## src/rtl/plut_pkg.sv

```systemverilog
// ----------------------------------------------------------------------------
// plut_pkg
// Shared types and constants for the gray-level lookup point transform.
// ----------------------------------------------------------------------------
`default_nettype none

package plut_pkg;

  // pixel and table geometry
  localparam int PIXEL_BITS_DEFAULT = 8;
  localparam int PIX_W              = 8;
  localparam int TBL_DEPTH          = 256;
  localparam int TBL_AW             = 8;

  // configuration port
  localparam int CFG_IDX_W  = 3;
  localparam int CFG_DATA_W = 8;
  localparam int MODE_W     = 3;

  // stretch arithmetic: products fit 18 bits signed, their sum 19 bits,
  // and the numerator magnitude stays below 2^17
  localparam int PROD_W = 18;
  localparam int NUM_W  = 19;
  localparam int QUO_W  = 17;

  // register reset values
  localparam logic [PIX_W-1:0] LOWER_CLIP_RESET = 8'd0;
  localparam logic [PIX_W-1:0] UPPER_CLIP_RESET = 8'd128;
  localparam logic [PIX_W-1:0] IN_MIN_RESET     = 8'd0;
  localparam logic [PIX_W-1:0] IN_MAX_RESET     = 8'd255;
  localparam logic [PIX_W-1:0] OUT_MIN_RESET    = 8'd0;
  localparam logic [PIX_W-1:0] OUT_MAX_RESET    = 8'd255;

  // transform codes held in lut_mode
  typedef enum logic [MODE_W-1:0] {
    MODE_IDENTITY = 3'd0,
    MODE_INVERT   = 3'd1,
    MODE_SIGN     = 3'd2,
    MODE_CLIP     = 3'd3,
    MODE_FREE     = 3'd4,
    MODE_STRETCH  = 3'd5
  } lut_mode_t;

  // configuration register indexes
  typedef enum logic [CFG_IDX_W-1:0] {
    REG_ENABLE     = 3'd0,
    REG_MODE       = 3'd1,
    REG_LOWER_CLIP = 3'd2,
    REG_UPPER_CLIP = 3'd3,
    REG_IN_MIN     = 3'd4,
    REG_IN_MAX     = 3'd5,
    REG_OUT_MIN    = 3'd6,
    REG_OUT_MAX    = 3'd7
  } cfg_reg_t;

  // one slot of the stretch divider pipeline
  typedef struct packed {
    logic [PIX_W-1:0] rem;   // partial remainder
    logic [QUO_W-1:0] quo;   // dividend bits shifting out, quotient bits in
    logic             neg;   // quotient is negative
    logic [PIX_W-1:0] base;  // result of every transform but stretch
  } div_stage_t;

endpackage

`default_nettype wire

```

## src/rtl/plut_table.sv

```systemverilog
// ----------------------------------------------------------------------------
// plut_table
// Free-form lookup table: 256 x 8 synchronous memory with a registered read
// and per-entry valid bits so that unwritten entries read as zero.
// ----------------------------------------------------------------------------
`default_nettype none

module plut_table (
  input  logic                       clk,
  input  logic                       rst,
  input  logic                       wr_en,
  input  logic [plut_pkg::TBL_AW-1:0] wr_addr,
  input  logic [plut_pkg::PIX_W-1:0]  wr_data,
  input  logic                       rd_en,
  input  logic [plut_pkg::TBL_AW-1:0] rd_addr,
  output logic [plut_pkg::PIX_W-1:0]  rd_data
);

  logic [plut_pkg::PIX_W-1:0]     mem [plut_pkg::TBL_DEPTH];
  logic [plut_pkg::TBL_DEPTH-1:0] entry_valid;
  logic [plut_pkg::PIX_W-1:0]     rd_q;
  logic                           rd_valid;

  // memory array, one write and one read per cycle
  always_ff @(posedge clk) begin
    if (wr_en) begin
      mem[wr_addr] <= wr_data;
    end
    if (rd_en) begin
      rd_q <= mem[rd_addr];
    end
  end

  // valid bits, cleared at once by reset
  always_ff @(posedge clk) begin
    if (rst) begin
      entry_valid <= '0;
      rd_valid    <= 1'b0;
    end else begin
      if (wr_en) begin
        entry_valid[wr_addr] <= 1'b1;
      end
      if (rd_en) begin
        rd_valid <= entry_valid[rd_addr];
      end
    end
  end

  // never-written entries read as zero
  assign rd_data = rd_valid ? rd_q : '0;

endmodule

`default_nettype wire

```

## src/rtl/plut_div.sv

```systemverilog
// ----------------------------------------------------------------------------
// plut_div
// Pipelined restoring divider for the stretch transform: one quotient bit
// per stage, each stage holds its slot while its enable is low.
// ----------------------------------------------------------------------------
`default_nettype none

module plut_div (
  input  logic                         clk,
  input  logic [plut_pkg::QUO_W-1:0]   en,
  input  logic [plut_pkg::PIX_W-1:0]   divisor,
  input  plut_pkg::div_stage_t         stage_in,
  output plut_pkg::div_stage_t         stage_out
);

  plut_pkg::div_stage_t stage     [plut_pkg::QUO_W];
  plut_pkg::div_stage_t stage_next[plut_pkg::QUO_W];

  // one restoring step: bring down the next dividend bit and try a subtract
  function automatic plut_pkg::div_stage_t div_step(
    input plut_pkg::div_stage_t     s,
    input logic [plut_pkg::PIX_W-1:0] d
  );
    logic [plut_pkg::PIX_W:0] trial;
    logic [plut_pkg::PIX_W:0] diff;
    plut_pkg::div_stage_t     r;
    r     = s;
    trial = {s.rem, s.quo[plut_pkg::QUO_W-1]};
    diff  = trial - {1'b0, d};
    if (trial >= {1'b0, d}) begin
      r.rem = diff[plut_pkg::PIX_W-1:0];
      r.quo = {s.quo[plut_pkg::QUO_W-2:0], 1'b1};
    end else begin
      r.rem = trial[plut_pkg::PIX_W-1:0];
      r.quo = {s.quo[plut_pkg::QUO_W-2:0], 1'b0};
    end
    return r;
  endfunction

  // next value of every stage from the one before it
  always_comb begin
    stage_next[0] = div_step(stage_in, divisor);
    for (int k = 1; k < plut_pkg::QUO_W; k++) begin
      stage_next[k] = div_step(stage[k-1], divisor);
    end
  end

  // stage registers
  always_ff @(posedge clk) begin
    for (int k = 0; k < plut_pkg::QUO_W; k++) begin
      if (en[k]) begin
        stage[k] <= stage_next[k];
      end
    end
  end

  assign stage_out = stage[plut_pkg::QUO_W-1];

endmodule

`default_nettype wire

```

## src/rtl/pixel_lut_point_operation.sv

```systemverilog
// ----------------------------------------------------------------------------
// pixel_lut_point_operation
// Gray-level point transform: identity, inversion, sign, clip, free-form
// table and linear stretch, selected by configuration registers.
// ----------------------------------------------------------------------------
// Usage:
//   Items enter on item_valid/item_stall with mode, pixel_in, table_index and
//   table_value. A pixel item (mode 0) yields one pixel_out on
//   result_valid/result_stall; a table-write item (mode 1) stores table_value
//   into the free-form table and yields nothing.
//   Registers are written through cfg_write/cfg_index/cfg_data while no item
//   is in flight.
//   A result reaches the output register after its item passes the table read
//   and products, numerator sum, 17 divider stages, clamp and select.
//   Throughput: one item per cycle while item_stall is low; the 17-stage
//   divider of the stretch path sets the depth.
//   A stalled receiver holds the output register; stages behind it keep
//   advancing into empty slots, so items are still taken until the pipe
//   is full. item_stall is high only when every stage holds an item and
//   result_stall is high.
//   Reset empties the pipeline, loads the register defaults and marks every
//   table entry unwritten (reads as zero) in the same cycle; no sweep.
// ----------------------------------------------------------------------------
`default_nettype none

module pixel_lut_point_operation #(
  parameter int PIXEL_BITS = plut_pkg::PIXEL_BITS_DEFAULT
) (
  input  logic                             clk,
  input  logic                             rst,
  // configuration
  input  logic                             cfg_write,
  input  logic [plut_pkg::CFG_IDX_W-1:0]   cfg_index,
  input  logic [plut_pkg::CFG_DATA_W-1:0]  cfg_data,
  // input items
  input  logic                             item_valid,
  output logic                             item_stall,
  input  logic                             mode,
  input  logic [plut_pkg::PIX_W-1:0]       pixel_in,
  input  logic [plut_pkg::TBL_AW-1:0]      table_index,
  input  logic [plut_pkg::PIX_W-1:0]       table_value,
  // results
  output logic                             result_valid,
  input  logic                             result_stall,
  output logic [plut_pkg::PIX_W-1:0]       pixel_out
);

  localparam int PW    = plut_pkg::PIX_W;
  localparam int N_STG = plut_pkg::QUO_W + 3;
  localparam int DIV_LO = 2;
  localparam int DIV_HI = DIV_LO + plut_pkg::QUO_W - 1;
  localparam logic [PW-1:0] PIX_MASK = PW'((1 << PIXEL_BITS) - 1);
  localparam logic [PW-1:0] PIX_HALF = PW'(1 << (PIXEL_BITS - 1));

  // configuration registers
  logic                        lut_enable;
  logic [plut_pkg::MODE_W-1:0] lut_mode;
  logic [PW-1:0]               lower_clip;
  logic [PW-1:0]               upper_clip;
  logic [PW-1:0]               stretch_in_min;
  logic [PW-1:0]               stretch_in_max;
  logic [PW-1:0]               stretch_out_min;
  logic [PW-1:0]               stretch_out_max;

  always_ff @(posedge clk) begin
    if (rst) begin
      lut_enable      <= 1'b0;
      lut_mode        <= plut_pkg::MODE_IDENTITY;
      lower_clip      <= plut_pkg::LOWER_CLIP_RESET;
      upper_clip      <= plut_pkg::UPPER_CLIP_RESET;
      stretch_in_min  <= plut_pkg::IN_MIN_RESET;
      stretch_in_max  <= plut_pkg::IN_MAX_RESET;
      stretch_out_min <= plut_pkg::OUT_MIN_RESET;
      stretch_out_max <= plut_pkg::OUT_MAX_RESET;
    end else if (cfg_write) begin
      unique case (plut_pkg::cfg_reg_t'(cfg_index))
        plut_pkg::REG_ENABLE:     lut_enable      <= cfg_data[0];
        plut_pkg::REG_MODE:       lut_mode        <= cfg_data[plut_pkg::MODE_W-1:0];
        plut_pkg::REG_LOWER_CLIP: lower_clip      <= cfg_data;
        plut_pkg::REG_UPPER_CLIP: upper_clip      <= cfg_data;
        plut_pkg::REG_IN_MIN:     stretch_in_min  <= cfg_data;
        plut_pkg::REG_IN_MAX:     stretch_in_max  <= cfg_data;
        plut_pkg::REG_OUT_MIN:    stretch_out_min <= cfg_data;
        plut_pkg::REG_OUT_MAX:    stretch_out_max <= cfg_data;
        default:                  lut_enable      <= lut_enable;
      endcase
    end
  end

  // stretch terms that depend on configuration only
  logic signed [PW:0] din;
  logic signed [PW:0] dout;
  logic [PW-1:0]      divisor;
  logic [PW-1:0]      out_lo;
  logic [PW-1:0]      out_hi;
  logic               use_stretch;

  assign din  = $signed({1'b0, stretch_in_max}) - $signed({1'b0, stretch_in_min});
  assign dout = $signed({1'b0, stretch_out_max}) - $signed({1'b0, stretch_out_min});
  assign divisor = din[PW] ? PW'(-din) : din[PW-1:0];
  assign out_lo  = (stretch_out_min < stretch_out_max) ? stretch_out_min : stretch_out_max;
  assign out_hi  = (stretch_out_min < stretch_out_max) ? stretch_out_max : stretch_out_min;
  assign use_stretch = lut_enable &&
                       (plut_pkg::lut_mode_t'(lut_mode) == plut_pkg::MODE_STRETCH);

  // stage valid bits and per-stage advance enables
  logic [N_STG-1:0] stg_valid;
  logic [N_STG-1:0] en;

  always_comb begin
    for (int i = 0; i < N_STG; i++) begin
      // a stage may load unless it and every stage ahead are full and stalled
      en[i] = !result_stall || ((stg_valid & ({N_STG{1'b1}} << i)) != ({N_STG{1'b1}} << i));
    end
  end

  assign item_stall = !en[0];

  always_ff @(posedge clk) begin
    if (rst) begin
      stg_valid <= '0;
    end else begin
      if (en[0]) begin
        stg_valid[0] <= item_valid && !mode;
      end
      for (int i = 1; i < N_STG; i++) begin
        if (en[i]) begin
          stg_valid[i] <= stg_valid[i-1];
        end
      end
    end
  end

  // first stage: table access and the two stretch products
  logic [PW-1:0]                     pix_m;
  logic signed [PW:0]                dp;
  logic signed [plut_pkg::PROD_W-1:0] prod_a_next;
  logic signed [plut_pkg::PROD_W-1:0] prod_b_next;
  logic signed [plut_pkg::PROD_W-1:0] prod_a;
  logic signed [plut_pkg::PROD_W-1:0] prod_b;
  logic [PW-1:0]                     pix1;
  logic [PW-1:0]                     tbl_data;

  assign pix_m = pixel_in & PIX_MASK;
  assign dp    = $signed({1'b0, pix_m}) - $signed({1'b0, stretch_in_min});
  assign prod_a_next = plut_pkg::PROD_W'(dp) * plut_pkg::PROD_W'(dout);
  assign prod_b_next = plut_pkg::PROD_W'($signed({1'b0, stretch_out_min})) *
                       plut_pkg::PROD_W'(din);

  plut_table u_table (
    .clk     (clk),
    .rst     (rst),
    .wr_en   (en[0] && item_valid && mode),
    .wr_addr (table_index),
    .wr_data (table_value),
    .rd_en   (en[0] && item_valid && !mode),
    .rd_addr (pix_m),
    .rd_data (tbl_data)
  );

  always_ff @(posedge clk) begin
    if (en[0]) begin
      pix1   <= pix_m;
      prod_a <= prod_a_next;
      prod_b <= prod_b_next;
    end
  end

  // second stage: numerator sign and magnitude, all non-stretch transforms
  logic signed [plut_pkg::NUM_W-1:0] num;
  logic [plut_pkg::NUM_W-1:0]        num_mag;
  logic [PW-1:0]                     base;
  plut_pkg::div_stage_t              div_in_next;
  plut_pkg::div_stage_t              div_in;
  plut_pkg::div_stage_t              div_out;

  assign num     = plut_pkg::NUM_W'(prod_a) + plut_pkg::NUM_W'(prod_b);
  assign num_mag = num[plut_pkg::NUM_W-1] ? plut_pkg::NUM_W'(-num) : num;

  always_comb begin
    base = pix1;
    if (lut_enable) begin
      case (plut_pkg::lut_mode_t'(lut_mode))
        plut_pkg::MODE_INVERT: base = PIX_MASK - pix1;
        plut_pkg::MODE_SIGN:   base = (pix1 + PIX_HALF) & PIX_MASK;
        plut_pkg::MODE_CLIP: begin
          // when the bounds cross, pixels below lower_clip take it and all others take upper_clip
          if (pix1 < lower_clip) begin
            base = lower_clip;
          end else if (pix1 > upper_clip) begin
            base = upper_clip;
          end
        end
        plut_pkg::MODE_FREE:   base = tbl_data;
        default:               base = pix1;
      endcase
    end
  end

  always_comb begin
    div_in_next.rem  = '0;
    div_in_next.quo  = num_mag[plut_pkg::QUO_W-1:0];
    div_in_next.neg  = num[plut_pkg::NUM_W-1] ^ din[PW];
    div_in_next.base = base;
  end

  always_ff @(posedge clk) begin
    if (en[1]) begin
      div_in <= div_in_next;
    end
  end

  // divider stages
  plut_div u_div (
    .clk       (clk),
    .en        (en[DIV_HI:DIV_LO]),
    .divisor   (divisor),
    .stage_in  (div_in),
    .stage_out (div_out)
  );

  // last stage: clamp the quotient and pick the result
  logic [PW-1:0] stretch_val;
  logic [PW-1:0] result_next;
  logic [PW-1:0] result_q;

  always_comb begin
    if (din == '0) begin
      stretch_val = stretch_out_min;
    end else if (div_out.neg && (div_out.quo != '0)) begin
      stretch_val = out_lo;
    end else if (div_out.quo < plut_pkg::QUO_W'(out_lo)) begin
      stretch_val = out_lo;
    end else if (div_out.quo > plut_pkg::QUO_W'(out_hi)) begin
      stretch_val = out_hi;
    end else begin
      stretch_val = div_out.quo[PW-1:0];
    end
    result_next = use_stretch ? stretch_val : div_out.base;
  end

  always_ff @(posedge clk) begin
    if (en[N_STG-1]) begin
      result_q <= result_next;
    end
  end

  assign result_valid = stg_valid[N_STG-1];
  assign pixel_out    = result_q;

endmodule

`default_nettype wire

```

## config.mk

```make
export PLATFORM = sky130hd
export DESIGN_NAME = pixel_lut_point_operation
export DESIGN_NICKNAME = d
export VERILOG_FILES = /design/src/rtl/plut_pkg.sv /design/src/rtl/plut_table.sv /design/src/rtl/plut_div.sv /design/src/rtl/pixel_lut_point_operation.sv
export SDC_FILE = /design/constraint.sdc
export NUM_CORES = 2
export LEC_CHECK = 0
export ABC_AREA = 1
export BUFFER_PORTS_ARGS = -buffer_cell sky130_fd_sc_hd__buf_2
export CAP_MARGIN = 20
export CORE_ASPECT_RATIO = 1.4
export CORE_UTILIZATION = 40
export DETAILED_ROUTE_END_ITERATION = 7
export PLACE_DENSITY = 0.55
export SETUP_SLACK_MARGIN = 0.4
export SLEW_MARGIN = 20
export SYNTH_ARGS = -nofsm -noshare
export SYNTH_HDL_FRONTEND = slang
export SYNTH_SLANG_ARGS = --single-unit
```

## constraint.sdc

```tcl
create_clock -name clk -period 5.9 [get_ports clk]
set_input_delay 0 -clock clk [delete_from_list [all_inputs] [get_ports clk]]
set_output_delay 0 -clock clk [all_outputs]
set_load 0.01 [all_outputs]
```

==> Yosys cells after proc, flatten, opt, wreduce, memory -nomap -nowiden <==
Memories as Yosys holds them, arrays and structs flattened. A register that Yosys moved wholly into a read port is not among the register bits.
Index checks and enable logic that the tools add are counted.
{ "totals": {"output_inout_bits": 10, "memories": 2, "ram_bits": 2626, "regBits": 407} }
{ "mem_list": {"columns": ["name", "depth", "word_bits", "rd", "rd_ports_with_merged_regs", "wr", "line_no", "rtl"], "rows": [
  ["u_table.mem", 256, 8, 1, 1, 1, "plut_table.sv:19", "logic [plut_pkg::PIX_W-1:0] mem [plut_pkg::TBL_DEPTH];"],
  ["u_div.stage", 17, 34, 17, 0, 17, "plut_div.sv:16", "plut_pkg::div_stage_t stage [plut_pkg::QUO_W];"]
]} }
{ "classes": {"n_eq_ne": 31, "order_cmp": 25, "bitwise": 3, "addsub": 25, "n_reduce_logical": 41, "mux": 71, "multipliers": 2} }
{ "ops": {"columns": ["cell", "n"], "rows": [
  ["two-way mux 25 bit", 17],
  ["bitwise OR 256 bit", 1],
  [">= comparator 9 x 8 -> 1 bit", 16],
  ["subtractor 8 bit", 16],
  ["two-way mux 8 bit", 12],
  ["two-way mux 1 bit", 38],
  ["multiplier 9 x 9 -> 18 bit", 2],
  ["one-hot mux 8 bit (4 select lines)", 1],
  ["subtractor 8 x 8 -> 9 bit", 3],
  ["logical OR 1 bit", 20],
  ["inequality test 20 bit, second input constant", 1],
  ["adder 18 x 18 -> 19 bit", 1],
  ["inequality test 19 bit, second input constant", 1],
  ["== test 3 bit, second input constant", 6],
  ["less-than comparator 8 x 9 -> 1 bit, second input constant", 2],
  ["inequality test 18 bit, second input constant", 1],
  ["greater-than comparator 17 x 8 -> 1 bit", 1],
  ["less-than comparator 17 x 8 -> 1 bit", 1],
  ["two-way mux 17 bit", 1],
  ["inequality test 17 bit, second input constant", 1],
  ["negation 17 bit", 1],
  ["nonzero test 17 bit", 1],
  ["less-than comparator 8 bit", 2],
  ["inequality test 16 bit, second input constant", 1],
  ["other kinds (32)", 51]
]} }

==> Longest topological paths before layout <==
{ "depth": {"ltp_word": 8, "depth_mapped": 38} }

==> Hierarchy <==
A second synthesis with hierarchy kept.
{ "unflattened": {"cells_unflattened": 12163, "hier_area_um2": 133730.8} }
{ "modules_own_cells": {"columns": ["mod", "area_each_um2", "n_inst", "cells_each", "seq_area_each_um2"], "rows": [
  ["plut_table", 91781.8, 1, 7912, 66884.1],
  ["plut_div", 27096.0, 1, 2359, 17356.6],
  ["pixel_lut_point_operation", 14853.0, 1, 1892, 3783.6]
]} }

==> Worst setup path after synthesis <==
OpenSTA, ideal clock, no wires.
{ "synth_path": {"kind": "in2reg", "from": "input port pixel_in[0] (netlist name)", "to": "register prod_a[17] (netlist name) (data pin)", "setup_time_ns": 0.253, "stages": 38, "n_path_buf": 4, "arrival_ns": 6.251, "setup_slack_ns": -0.604, "path_cell_list": "buf_4 -> clkinv_2 -> buf_4 -> buf_2 -> buf_2 -> ha_1 -> fa_1 -> nand3b_1 -> nand2_1 -> a21oi_1 -> inv_1 -> nand2_1 -> nand2_1 -> nand2_1 -> nand2_1 -> a21oi_1 -> inv_1 -> nor2_1 -> [... 2 more ...] -> inv_1 -> fa_1 -> fa_1 -> fa_1 -> inv_1 -> fa_1 -> inv_1 -> ha_1 -> a21oi_1 -> o21ai_0 -> a21oi_1 -> o21ai_0 -> nand2_1 -> inv_1 -> o21ai_0 -> nand2_1 -> nand3_1 -> nand2_1"} }
{ "synth_via": {"elab_chain_len": 2} }
{ "synth_rtl": {"columns": ["item", "line_no", "rtl"], "rows": [
  ["from (decl)", "pixel_lut_point_operation.sv:39", "input logic [plut_pkg::PIX_W-1:0] pixel_in,"],
  ["subtractor 8 x 8 -> 9 bit", "pixel_lut_point_operation.sv:145", "assign dp = $signed({1'b0, pix_m}) - $signed({1'b0, stretch_in_min});"],
  ["multiplier 9 x 9 -> 18 bit", "pixel_lut_point_operation.sv:146", "assign prod_a_next = plut_pkg::PROD_W'(dp) * plut_pkg::PROD_W'(dout);"],
  ["named net prod_a_next (one bit)", "pixel_lut_point_operation.sv:137", "logic signed [plut_pkg::PROD_W-1:0] prod_a_next;"],
  ["to (signal assigned)", "pixel_lut_point_operation.sv:164", "prod_a <= prod_a_next;"],
  ["to (decl)", "pixel_lut_point_operation.sv:139", "logic signed [plut_pkg::PROD_W-1:0] prod_a;"]
]} }
The timed path passes the listed nets, and every way through them passes these cells.
A chain may end at the register's enable or synchronous reset.

==> Worst setup path after layout <==
{ "layout_path": {"from": "register stretch_in_min[0]", "to": "register prod_a[17] (netlist name) (data pin)"} }
{ "layout_via": {"elab_chain_len": 2} }
{ "layout_rtl": {"columns": ["item", "line_no", "rtl"], "rows": [
  ["from (decl)", "pixel_lut_point_operation.sv:60", "logic [PW-1:0] stretch_in_min;"],
  ["from (signal assigned)", "pixel_lut_point_operation.sv:71", "stretch_in_min <= plut_pkg::IN_MIN_RESET;"],
  ["from (signal assigned)", "pixel_lut_point_operation.sv:81", "plut_pkg::REG_IN_MIN: stretch_in_min <= cfg_data;"],
  ["subtractor 8 x 8 -> 9 bit", "pixel_lut_point_operation.sv:145", null],
  ["multiplier 9 x 9 -> 18 bit", "pixel_lut_point_operation.sv:146", null],
  ["named net prod_a_next (one bit)", "pixel_lut_point_operation.sv:137", null]
]} }
The timed path passes the listed nets, and every way through them passes these cells.

==> impl_metrics.toml <==
[power]
finalPower_mw = 62.1
ir_worst_vdd_uv = 717
pwr-share-seq_pct = 42.4
p_comb_share_pct = 26.5
p_clk_share_pct = 31.0
p_leak_nw = 54.7
power.internal_mw = 43.8
powerDensity_nw_per_um2 = 421
power.switching_mw = 18.2
swShare_pct = 29.4

[timing]
rsz0062_at_grt = "yes"
slew_headroom_pct = 25.9
period_share_pct = 101
post-route-min-period_ns = 5.97
finalHoldViolations = 0
setup_slack_ns = -0.0656
tightest_slew_ns = 1.11
worst_hold_slack_ns = 0.0782
fmax_mhz = 168
setup_violations = 2
fin_skew_ns = 0.0531
final_max_slew_viol_count = 0

[synth]
yosys_warnings = 0
async_reset_ff_share_pct = 0
synth_cell_type_count = 63
synth_top_area_share_pct = 62.2
yosys-top-cells-area = "edfxtp_1 (62%), dfxtp_1 (5.0%), o21ai_0 (4.6%)"
synth_area_um2 = 131000
synth_nets = 12000
synth_most_common_cell = "edfxtp_1"
synth_ff_type = "edfxtp_1"
synth_seq_cells = 3033
ys_top_cells_by_count = "edfxtp_1 (2,704), nand2_1 (1,556), nor2_1 (1,341)"
synth_edf_count = 2704
synth_area_per_cell_um2 = 11.4
ys_seq_area_share_pct = 67.2
synthCells = 11500
synth_area_leader_cell = "edfxtp_1"

[clock_network]
clockRootBuffer = "clkbuf_16"
cts_tree = "built"
cts_buffer_depth = 4
cts_max_level = 5
cts.sinks = 3033
clk_pin_slew_ns = 0.06
clk-insertion-delay-late_ns = 0.87
cts_made_buffers = 303

[worst_setup_path]
worstPathMaxFanout = 3
worstPathRequired_ns = 6.47
arrival_ns = 6.54
crit_end = "prod_a[17]$_DFFE_PN_"
timing.critical_path.mode_cell = "inv_2"
cp-startpoint = "stretch_in_min[0]$_SDFFE_PP0P_"
max_stage_delay_ns = 0.54
path_delay_family = "adder cells"
cp.depth = 33
critPathLaunchType = "flip-flop"
reg2reg_depth = 33
crit_type = "reg2reg"
critical_path_buf_inv_count = 7
r2r-start = "stretch_in_min[0]$_SDFFE_PP0P_"
cp_slowest_cell = "fa_1"
end_kind = "flip-flop"
rrSetupSlack_ns = -0.07
rr_endpoint = "prod_a[17]$_DFFE_PN_"

[detailed_routing]
routed_via_density = 5.43
drt_iter0_drc = 7676
dr.pass1.iters = 6
routed_wl_mm = 366
final_antenna_net_count = 0
avgRoutedWirePerCell_um = 22.8
drc = 0
num_vias = 87300

[min_path]
hold_path_startpoint = "table_index[6]"
hp-class = "in2reg"

[global_route]
antenna_found_initial = 17
grt_pass1_wl_mm = 543
overflow = 0
grt_pass1_vias = 86500
grt_start_max_net_pins = 207
grt_usage_pct = 21.7

[final_layout]
layout-drive-gt1-share_pct = 8.93
final_cell_area_um2 = 148000
fin_nets = 12100
syn2layout_area_growth_pct = 13.0
nFillCells = 29300

[placed_design]
dp_hpwl_mm = 220
gp_congestion = 0.866
port_buffers = 50
dpl_cell_area_um2 = 136000

[floorplan]
start_util_pct = 40.3
fp-row-count = 247
fp.dieH_um = 678
die_area_um2 = 329000
core_um2 = 324000
die_w_um = 485
io_pins = 51

[outcome]
violations = "negative setup slack"
status = "finished, violations left"

[run]
cap_violations = 0
==> area by class of cell <==
class / count / area [µm²] / area share, %
sequential: 3033 / 87800 / 59.5
clock buffer: 402 / 8390 / 5.68
multi-input combinational: 6850 / 37300 / 25.3
timing repair buffer: 410 / 3540 / 2.40
inverter: 1002 / 3820 / 2.59
tap: 4233 / 5300 / 3.59
antenna: 6 / 15.0 / 0.0102
clock inverter: 146 / 1420 / 0.960
==> flip-flops by register name (all words and copies together), names as in the netlist <==
| name | count |
|---|---|
| pix1 | 8 |
| stretch_out_min | 8 |
| lut_mode | 3 |
| u_div.stage | 570 |
| u_table.rd_valid | 1 |
| stg_valid | 20 |
| upper_clip | 8 |
| u_table.entry_valid | 256 |
| lut_enable | 1 |
| div_in | 26 |
| stretch_in_max | 8 |
| u_table.rd_q | 8 |
| prod_b | 18 |
| u_table.mem | 2048 |
| prod_a | 18 |
| pixel_out | 8 |
| lower_clip | 8 |
| stretch_in_min | 8 |
| stretch_out_max | 8 |
==> power groups by stage <==
stage                     logic (mW)  clock network [mW]  registers [mW]
after floorplan                 9.15                   0            26.3
after global placement          13.7                   0            26.8
after detailed placement        13.8                   0            26.8
after CTS                       14.9                19.6            26.4
after global routing            18.4                20.4            26.4
final                           16.5                19.3            26.3
==> worst reg2reg max path: cells and delay by family, from the launching register on <==
family | cells | cell delay (ns)
AO/OA/AOI/OAI | 7 | 1.05
adder cells (fa/ha/maj) | 8 | 3.07
AND/OR/NAND/NOR | 11 | 0.85
buffers and inverters | 7 | 0.36
flip-flops | 1 | 0.36
==> repair_timing <==
action / CTS / global route
endpoints found under the hold margin: 1272 / 0
pin swaps: 46 / 59
hold buffers: 60 / 0
buffers inserted: 17 / 12
setup endpoints to repair: 16 / 21
gates resized for setup: 78 / 68
==> cells by family after synthesis <==
| kind of cell | count (synthesis) | share of synthesized area (%) |
|---|---|---|
| AND/OR/NAND/NOR | 3965 | 12.7 |
| flip-flops | 3033 | 67.2 |
| AO/OA/AOI/OAI | 2340 | 9.58 |
| buffers and inverters | 1604 | 4.81 |
| adder cells (fa/ha/maj) | 427 | 4.85 |
| XOR/XNOR | 118 | 0.803 |
==> layer usage <==
metal | global-route usage, % | vias to the layer above | wire length [µm]
li1 | - | 40600 | -
met1 | 26.1 | 43200 | 143000
met2 | 39.1 | 2772 | 187000
met3 | 2.61 | 700 | 19600
met4 | 9.46 | 8 | 17000
met5 | 0 | - | 44
==> how the worst min path moves through the flow <==
stage          slack (ns)  cells after the start                                    end
2_1_floorplan         0.1                      0                      pix1[0]$_DFFE_PN_
3_3_place_gp         0.34                      4                lut_enable$_SDFFE_PP0P_
3_5_place_dp         0.34                      4                lut_enable$_SDFFE_PP0P_
4_1_cts             0.005                      6  u_table.entry_valid[163]$_SDFFE_PP0P_
5_1_grt              0.07                      3                      pix1[5]$_DFFE_PN_
6_report             0.08                      6  u_table.entry_valid[174]$_SDFFE_PP0P_
==> per-stage QoR <==
step           setup TNS, ns  worst slack (ns)  cells  util, %
2_1_floorplan              0             0.136  11500        -
3_3_place_gp           -1.17            -0.423  15400     42.1
3_5_place_dp          -0.623            -0.258  15400     42.1
4_1_cts              -0.0850           -0.0631  16100     45.4
5_1_grt                -1.19            -0.337  16100     45.6
6_report             -0.0725           -0.0656  16100     45.6
==> placed cells by master, fill, tap and decap left out, types with 29 or more instances in the layout <==
| cell | instances |
|---|---|
| a21oi_1 | 546 |
| buf_2 | 36 |
| buf_4 | 262 |
| clkbuf_1 | 64 |
| clkbuf_16 | 311 |
| clkinv_1 | 47 |
| clkinv_2 | 59 |
| dfxtp_1 | 327 |
| dlygate4sd3_1 | 60 |
| edfxtp_1 | 2704 |
| fa_1 | 122 |
| ha_1 | 270 |
| inv_1 | 932 |
| inv_2 | 46 |
| nand2_1 | 1532 |
| nand2_2 | 29 |
| nand3_1 | 890 |
| nand4_1 | 47 |
| nor2_1 | 1316 |
| nor3_1 | 31 |
| o21ai_0 | 1194 |
| o22ai_1 | 504 |
| xnor2_1 | 36 |
| xor2_1 | 77 |
Power figures use the tool's default switching activity.
